### config.mk
export PLATFORM = sky130hd
export DESIGN_NAME = cmtm_div
export DESIGN_NICKNAME = d
export VERILOG_FILES = /design/src/rtl/core/cmtm_pkg.sv /design/src/rtl/core/cmtm_div.sv
export SDC_FILE = /design/constraint.sdc
export NUM_CORES = 1
export LEC_CHECK = 0
export BUFFER_PORTS_ARGS = -buffer_cell sky130_fd_sc_hd__buf_2
export CAP_MARGIN = 20
export CORE_MARGIN = 2
export CORE_UTILIZATION = 40
export DETAILED_ROUTE_END_ITERATION = 8
export PLACE_DENSITY = 0.63
export SETUP_SLACK_MARGIN = 0.3
export SLEW_MARGIN = 0
export SYNTH_ARGS = -nofsm -noshare
export SYNTH_HDL_FRONTEND = slang
export SYNTH_SLANG_ARGS = --single-unit
### constraint.sdc
create_clock -name clk -period 6 [get_ports clk]
set_clock_uncertainty 0.05 [all_clocks]
set_input_delay 1.2 -clock clk [delete_from_list [all_inputs] [get_ports clk]]
set_output_delay 1.2 -clock clk [all_outputs]
set_load 0.005 [all_outputs]
### src/rtl/core/cmtm_pkg.sv
// Shared types and constants of the confusion-matrix track matcher.
package cmtm_pkg;

  localparam int FRAC_W = 16;          // Q0.16 fraction bits
  localparam int QW     = FRAC_W + 1;  // fraction range 0..1.0 inclusive

  localparam logic OP_LOAD   = 1'b0;
  localparam logic OP_FINISH = 1'b1;

  typedef logic [1:0] reg_index_t;
  localparam reg_index_t REG_AXIAL_ONLY     = 2'd0;
  localparam reg_index_t REG_MIN_PURITY     = 2'd1;
  localparam reg_index_t REG_MIN_EFFICIENCY = 2'd2;
  localparam reg_index_t REG_RELATE         = 2'd3;

  typedef enum logic [2:0] {
    CLS_GHOST       = 3'd0,
    CLS_BACKGROUND  = 3'd1,
    CLS_CLONE       = 3'd2,
    CLS_FOUND_MATCH = 3'd3,
    CLS_MISSING     = 3'd4,
    CLS_MERGED      = 3'd5,
    CLS_TRUE_MATCH  = 3'd6
  } match_class_t;

  typedef struct packed {
    logic          done;
    logic [QW-1:0] quot;
  } div_result_t;

endpackage

### src/rtl/core/cmtm_div.sv
// Shared radix-2 restoring divider giving floor(num * 2^16 / den), capped at 2^16 (1.0) when num >= den, 0 if den is 0.
module cmtm_div #(
  parameter int NUM_W = 22
) (
  input  logic                     clk,
  input  logic                     rst,
  input  logic                     start,
  input  logic [NUM_W-1:0]         num,
  input  logic [NUM_W-1:0]         den,
  output cmtm_pkg::div_result_t    result
);
  import cmtm_pkg::*;

  localparam int SW = $clog2(FRAC_W);

  logic              busy;
  logic              done;
  logic [SW-1:0]     step;
  logic [NUM_W:0]    rem;
  logic [QW-1:0]     quot;
  logic [NUM_W:0]    shifted;
  logic              fits;

  // rem < den holds while iterating, so the shifted remainder fits NUM_W+1 bits
  always_comb begin
    shifted = {rem[NUM_W-1:0], 1'b0};
    fits    = shifted >= {1'b0, den};
  end

  always_ff @(posedge clk) begin
    if (rst) begin
      busy <= 1'b0;
      done <= 1'b0;
    end else begin
      done <= 1'b0;
      if (start) begin
        step <= '0;
        if (den == '0) begin
          quot <= '0;
          done <= 1'b1;
        end else if (num >= den) begin
          quot <= QW'(1) << FRAC_W;
          done <= 1'b1;
        end else begin
          rem  <= {1'b0, num};
          quot <= '0;
          busy <= 1'b1;
        end
      end else if (busy) begin
        rem  <= fits ? (shifted - {1'b0, den}) : shifted;
        quot <= {quot[QW-2:0], fits};
        step <= step + SW'(1);
        if (step == SW'(FRAC_W - 1)) begin
          busy <= 1'b0;
          done <= 1'b1;
        end
      end
    end
  end

  assign result.done = done;
  assign result.quot = quot;

endmodule
==> run summary, run 1 <==
status -> finished, final reports clean
switching power total -> 0.303 mW
Post CTS Setup Buffer Count -> 0
Post-Layout Cell Count -> 572
EDFF count, synth -> 43
Async SR Flop Fraction -> 0
RSZ-0062 raised after global routing -> no
fmax -> 254 MHz
Clock power frac -> 0.243
Post-DP HPWL -> 7.01 mm
# IOs -> 65
final net count -> 535
Setup TNS -> 0 ns
Worst slew margin -> 0.449
final setup vio count -> 0
first-pass GRT wire length -> 14.2 mm
most common cell after layout, fill and taps aside -> buf_2
post-cts sizing count -> 0
Via Count -> 3039
CTS tree -> built
Port Buffer Count -> 64
simple logic cell fraction of the synthesized area -> 0.148
most frequent cells in the layout -> buf_2, ha_1, edfxtp_1
critical path type -> input pin to register
# diodes -> 0
die width -> 102 um
max-cap violations -> 0
placed cell count -> 564
Layout area overhead -> 14.3%
Worst Hold Class -> register to register
Gate Count Post-Synth -> 381
Syn Area/Cell -> 9.99 um2
Max clock buf depth -> 2
drt first pass iters -> 4
share of layout cells above drive strength 1 -> 0.242
Worst setup EP type -> register
main combinational cell family by area after synthesis -> compound AO/OA/AOI/OAI gates
Die ar. -> 10300 um2
P per Cell Area -> 221 nW/um2
mux share of post-synthesis cell area -> 0.0874
initial antenna violation count -> 0
TritonCTS buffer count -> 5
peak supply drop -> 0.0987 mV
Seq cells post-synth -> 45
Total Power -> 0.963 mW
CTS clk-pin slew, worst paths -> 0.09 ns
worst path required time -> 5.95 ns
fin. max-slew vios -> 0
worst slew pin tran -> 0.826 ns
Worst Setup Start Kind -> input pin
critical path fanouts, max -> 12
Final min period -> 3.94 ns
H-tree depth -> 2
Synth cell types -> 57
pre-CTS setup slack -> 1.69 ns
Main synth FF type -> edfxtp_1
pin count of the biggest net entering global routing -> 62
worst-skew pair later-pin latency -> 0.30 ns
Switching Fraction -> 0.315
ANT nets after route -> 0
Logic pwr share -> 0.350
CP Data Arrival Time -> 3.89 ns
Adder-Cell Fraction of Synth Area -> 0.153
Post-Syn Nets -> 474
vias in the first global route -> 2920
post-DR vias/cell -> 5.31
Die Span Y -> 102 um
Synth Area in XOR/XNOR -> 0.0437
Residual DRC -> 0
GR Util All Layers -> 0.176
synthesized cell area -> 3810 um2
DRT Wirelength -> 8.92 mm
cell internal pwr -> 0.660 mW
leakage -> 1.90 nW
setup ws final -> 2.06 ns
Compound-Gate Fraction of Synth Area -> 0.171
Hold Buf Count CTS -> 0
sequential-to-total area share from yosys stat -> 0.350
gr ovfl total -> 0
Final Hold Viols -> 0
Starting Density -> 0.412
clock tree root driver cell -> clkbuf_8
floorplan row count -> 35
Final Cycle Share -> 0.656
DR iter-0 viols -> 163
Sequential Power Share -> 0.407
core box area -> 9240 um2
minimum hold slack -> 0.445 ns
Synthesis Warnings -> 0
clk sinks -> 45
DR WL/cell -> 15.6 um
RD Place Congestion -> 0.846
[logic make-up after synthesis]
kind of cell	Yosys count
adder cells (fa/ha/maj)	46
multiplexers	30
AO/OA/AOI/OAI	91
XOR/XNOR	19
AND/OR/NAND/NOR	107
buffers and inverters	43
flip-flops	45
[power by group through the flow]
stage	Sequential, mW	Combinational, mW	Clock [mW]
after floorplan	0.396	0.254	0
after global placement	0.398	0.330	0
after detailed placement	0.398	0.337	0
after CTS	0.392	0.339	0.239
after global routing	0.395	0.377	0.249
final	0.392	0.337	0.234
[flip-flops by register name, indices dropped and copies added, names as in the netlist]
name and count:
rem 22, quot 17, step 4, busy 1
done 1
[worst max-delay path, stage by stage]
cell	delay, ns
buf_2	0.09
inv_1	0.05
ha_1	0.29
a21o_1	0.18
a21o_1	0.17
a21oi_1	0.23
and3_1	0.21
o211ai_1	0.09
a31oi_1	0.37
nand2_1	0.12
a21oi_2	0.56
buf_4	0.33
[routing by layer]
metal	part of all wire	GRT usage
met4	0.013	0.0457
met2	0.45	0.281
met5	0	0
met1	0.50	0.251
met3	0.040	0.0221
[cells in the mapped netlist (2+ instances only)]
cell type,n,share of area
nand4b_1,2,0.0046
mux2_1,6,0.018
nor2_1,21,0.021
nand4_1,6,0.0099
o21ai_0,16,0.021
o21a_1,2,0.0039
and3_1,2,0.0033
nand2b_1,4,0.0066
buf_6,2,0.0059
o21bai_1,3,0.0059
nand2_1,23,0.023
nor3_1,4,0.0053
nor2b_1,19,0.031
mux2_2,20,0.059
clkbuf_2,2,0.0026
edfxtp_1,43,0.34
nor4_1,8,0.013
a31oi_1,3,0.0049
o211ai_1,2,0.0039
o311a_1,2,0.0053
a21o_1,12,0.024
ha_1,45,0.15
nor3b_1,3,0.0059
a21oi_1,22,0.029
mux2i_1,4,0.011
o31ai_1,3,0.0059
dfxtp_1,2,0.011
xor2_1,7,0.016
a211oi_1,3,0.0059
o21ai_1,3,0.0039
a221oi_1,2,0.0046
a21oi_2,5,0.012
nand3_1,9,0.012
clkbuf_1,7,0.0069
xnor2_1,12,0.028
inv_1,31,0.031
[final cells by class]
type	instances	area, um2
inverter	31	116
clock inverter	2	38.8
fill	900	4890
multi-input combinational	293	2300
timing repair buffer	66	335
clock buffer	6	72.6
tap	129	161
sequential	45	1330
[path summary, 6_finish.rpt]
kind	start	to	slack, ns	cells after the start
hold reg to reg	busy	busy	0.45	2
setup / recovery	den[11]	rem[10]	2.06	12
hold / removal	busy	busy	0.45	2
setup reg to reg	rem[7]	rem[8]	2.92	8
[per-stage QoR]
stage | cell area, um2 | util
floorplan | 3810 | -
global placement | 4240 | 0.459
detailed placement | 4240 | 0.459
CTS | 4350 | 0.471
global route | 4350 | 0.471
finish | 4350 | 0.471
No activity file was read; power rests on OpenSTA's default activity.
==> run 2: changes to the inputs <==
ABC_AREA = 1   (was unset)
PLACE_DENSITY = 0.65   (was 0.63)
clock period = 3.2 ns   (was 6 ns; I/O delays follow)
==> run summary, run 2 <==
status -> finished, final reports clean
Buf/Inv on CP -> 4 (+1)
Synthesis Warnings -> 0 (unchanged)
Setup TNS -> 0 ns (unchanged)
Layout Utilization -> 0.463 (-0.00775)
placed cell count -> 876 (+55%)
Hold Buf Count CTS -> 0 (unchanged)
Max clock buf depth -> 2 (unchanged)
Final min period -> 2.63 ns
Via Count -> 4410 (+45%)
Synth cell types -> 33 (-42%)
synthesized cell area -> 4470 um2 (+17%)
DR WL/cell -> 13.6 um (-13%)
Syn Area/Cell -> 6.59 um2 (-34%)
CP Cell Sequence -> buf_2 -> inv_1 -> ha_1 -> inv_1 -> nor2_1 -> o21ai_0 -> nand2_1 -> o21ai_0 -> nand3_1 -> nand2_1 -> and3_1 -> buf_4
minimum hold slack -> 0.431 ns (-0.0149 ns)
Layout area overhead -> 12.9%
met3 Use GR -> 0.0237 (+0.00163)
slowest CP cell -> o21ai_0
slowest cell delay on critical path -> 0.35 ns (-0.21 ns)
GR Util All Layers -> 0.210 (+0.0340)
leakage -> 2.80 nW (+48%)
Port Buffer Count -> 64 (unchanged)
top post-synthesis cells by count -> nand2_1, inv_1, nor2_1
DP Area -> 4930 um2 (+16%)
pre-CTS setup slack -> 0.246 ns (-1.45 ns)
RSZ-0062 raised after global routing -> no
Seq cells post-synth -> 45 (unchanged)
largest register by flop count -> rem
fin. max-slew vios -> 0 (unchanged)
DR iter-0 viols -> 324 (+99%)
Post CTS Setup Buffer Count -> 0 (unchanged)
gr ovfl total -> 0 (unchanged)
worst slew pin tran -> 0.646 ns (-0.180 ns)
CP delay by family, top -> buffers and inverters
fin area -> 5040 um2 (+16%)
biggest regs -> rem: 22 flops, quot: 17 flops, step: 4 flops
ANT nets after route -> 0 (unchanged)
vias in the first global route -> 4152 (+42%)
peak supply drop -> 0.229 mV (+130%)
post-cts sizing count -> 0 (unchanged)
Final Hold Viols -> 0 (unchanged)
Worst Setup Start Kind -> input pin
Main synth FF type -> edfxtp_1
Gate Count Post-Synth -> 678 (+78%)
H-tree depth -> 2 (unchanged)
worst path required time -> 3.13 ns (-2.82 ns)
Total Power -> 1.88 mW (+95%)
Async SR Flop Fraction -> 0 (unchanged)
RD Place Congestion -> 0.898 (+6.1%)
post-synth top area share -> 0.289 (-0.0502)
top post-synthesis cells by area -> edfxtp_1, nand2_1, ha_1, inv_1, nor2_1
floorplan row count -> 38 (+8.6%)
# IOs -> 65 (unchanged)
clock tree root driver cell -> clkbuf_8
post-DR vias/cell -> 4.99 (-6.1%)
number of fill cells in the layout -> 1127 (+25%)
pin count of the biggest net entering global routing -> 26 (-58%)
drt first pass iters -> 5 (+1)
Post-Syn Nets -> 771 (+63%)
initial antenna violation count -> 0 (unchanged)
Post-Layout Cell Count -> 884 (+55%)
setup ws final -> 0.566 ns (-1.50 ns)
sequential-to-total area share from yosys stat -> 0.298 (-0.0518)
share of layout cells above drive strength 1 -> 0.129 (-0.113)
Worst Hold Class -> register to register
TritonCTS buffer count -> 5 (unchanged)
CTS clk-pin slew, worst paths -> 0.09 ns (about the same)
Post-DP HPWL -> 9.87 mm (+41%)
most common cell after layout, fill and taps aside -> nand2_1
worst-skew pair later-pin latency -> 0.31 ns (about the same)
Starting Density -> 0.410 (-0.00157)
die width -> 110 um (+8.0%)
Largest register FFs -> 22 (unchanged)
grt met2 use -> 0.342 (+0.0608)
critical path fanouts, max -> 22 (+10)
Final Cycle Share -> 0.823
Worst slew margin -> 0.569 (+0.120)
final setup vio count -> 0 (unchanged)
EDFF count, synth -> 43 (unchanged)
first-pass GRT wire length -> 19.7 mm (+39%)
fmax -> 380 MHz
met1 Resource Use GR -> 0.294 (+0.0422)
max-cap violations -> 0 (unchanged)
Die Span Y -> 110 um (+8.0%)
# diodes -> 0 (unchanged)
Yosys top cell by area -> edfxtp_1
P per Cell Area -> 373 nW/um2 (+69%)
Die ar. -> 12000 um2 (+17%)
CP Data Arrival Time -> 2.56 ns (-1.33 ns)
final net count -> 836 (+56%)
most frequent cells in the layout -> nand2_1, inv_1, buf_2
clk sinks -> 45 (unchanged)
DRT Wirelength -> 12.0 mm (+34%)
CTS tree -> built
most common cell in the synthesized netlist -> nand2_1
busiest grt layer -> met2
Residual DRC -> 0 (unchanged)
Worst setup EP type -> register
critical path type -> input pin to register
core box area -> 10900 um2 (+18%)
-- run 2: metal layers --
layer  wire (um)  part of all wire
met2        5440              0.45
met4         259             0.022
met1        5510              0.46
met5           0                 0
met3         777             0.065
-- run 2: path summary, 6_finish.rpt --
| check | slack, ns | cells after the start | start | endpoint |
|---|---|---|---|---|
| setup / recovery | 0.57 | 12 | den[1] | rem[5] |
| hold / removal | 0.43 | 2 | busy | busy |
| setup reg to reg | 0.73 | 11 | rem[17] | rem[3] |
| hold reg to reg | 0.43 | 2 | busy | busy |
-- run 2: worst min-delay path: stages, from the launching register on --
cell,delay [ns]
dfxtp_1,0.34
nor2_1,0.05
nor2_1,0.07
-- run 2: cell type report --
| type | count | area (um2) | area share |
|---|---|---|---|
| multi-input cells | 496 | 2590 | 0.514 |
| flip-flops and latches | 45 | 1330 | 0.264 |
| inverters | 125 | 469 | 0.0930 |
| repair buffers | 70 | 365 | 0.0724 |
| well taps | 140 | 175 | 0.0347 |
| clock buffers | 5 | 68.8 | 0.0136 |
| clock inverters | 3 | 43.8 | 0.00868 |
-- run 2: kinds of logic (layout without fill, tap and decap cells) --
logic type | Yosys count | in the layout | synth area share
XOR/XNOR | 10 | 10 | 0.0196
buffers and inverters | 137 | 203 | 0.123
AO/OA/AOI/OAI | 28 | 28 | 0.0336
AND/OR/NAND/NOR | 412 | 412 | 0.396
flip-flops | 45 | 45 | 0.298
adder cells (fa/ha/maj) | 46 | 46 | 0.130
-- run 2: report_power, final --
group          leakage [nW]  switching (mW)  total [mW]  internal (mW)
Clock                0.0585           0.212       0.446          0.234
Sequential            0.428          0.0240       0.731          0.707
Combinational          2.32           0.446       0.704          0.258
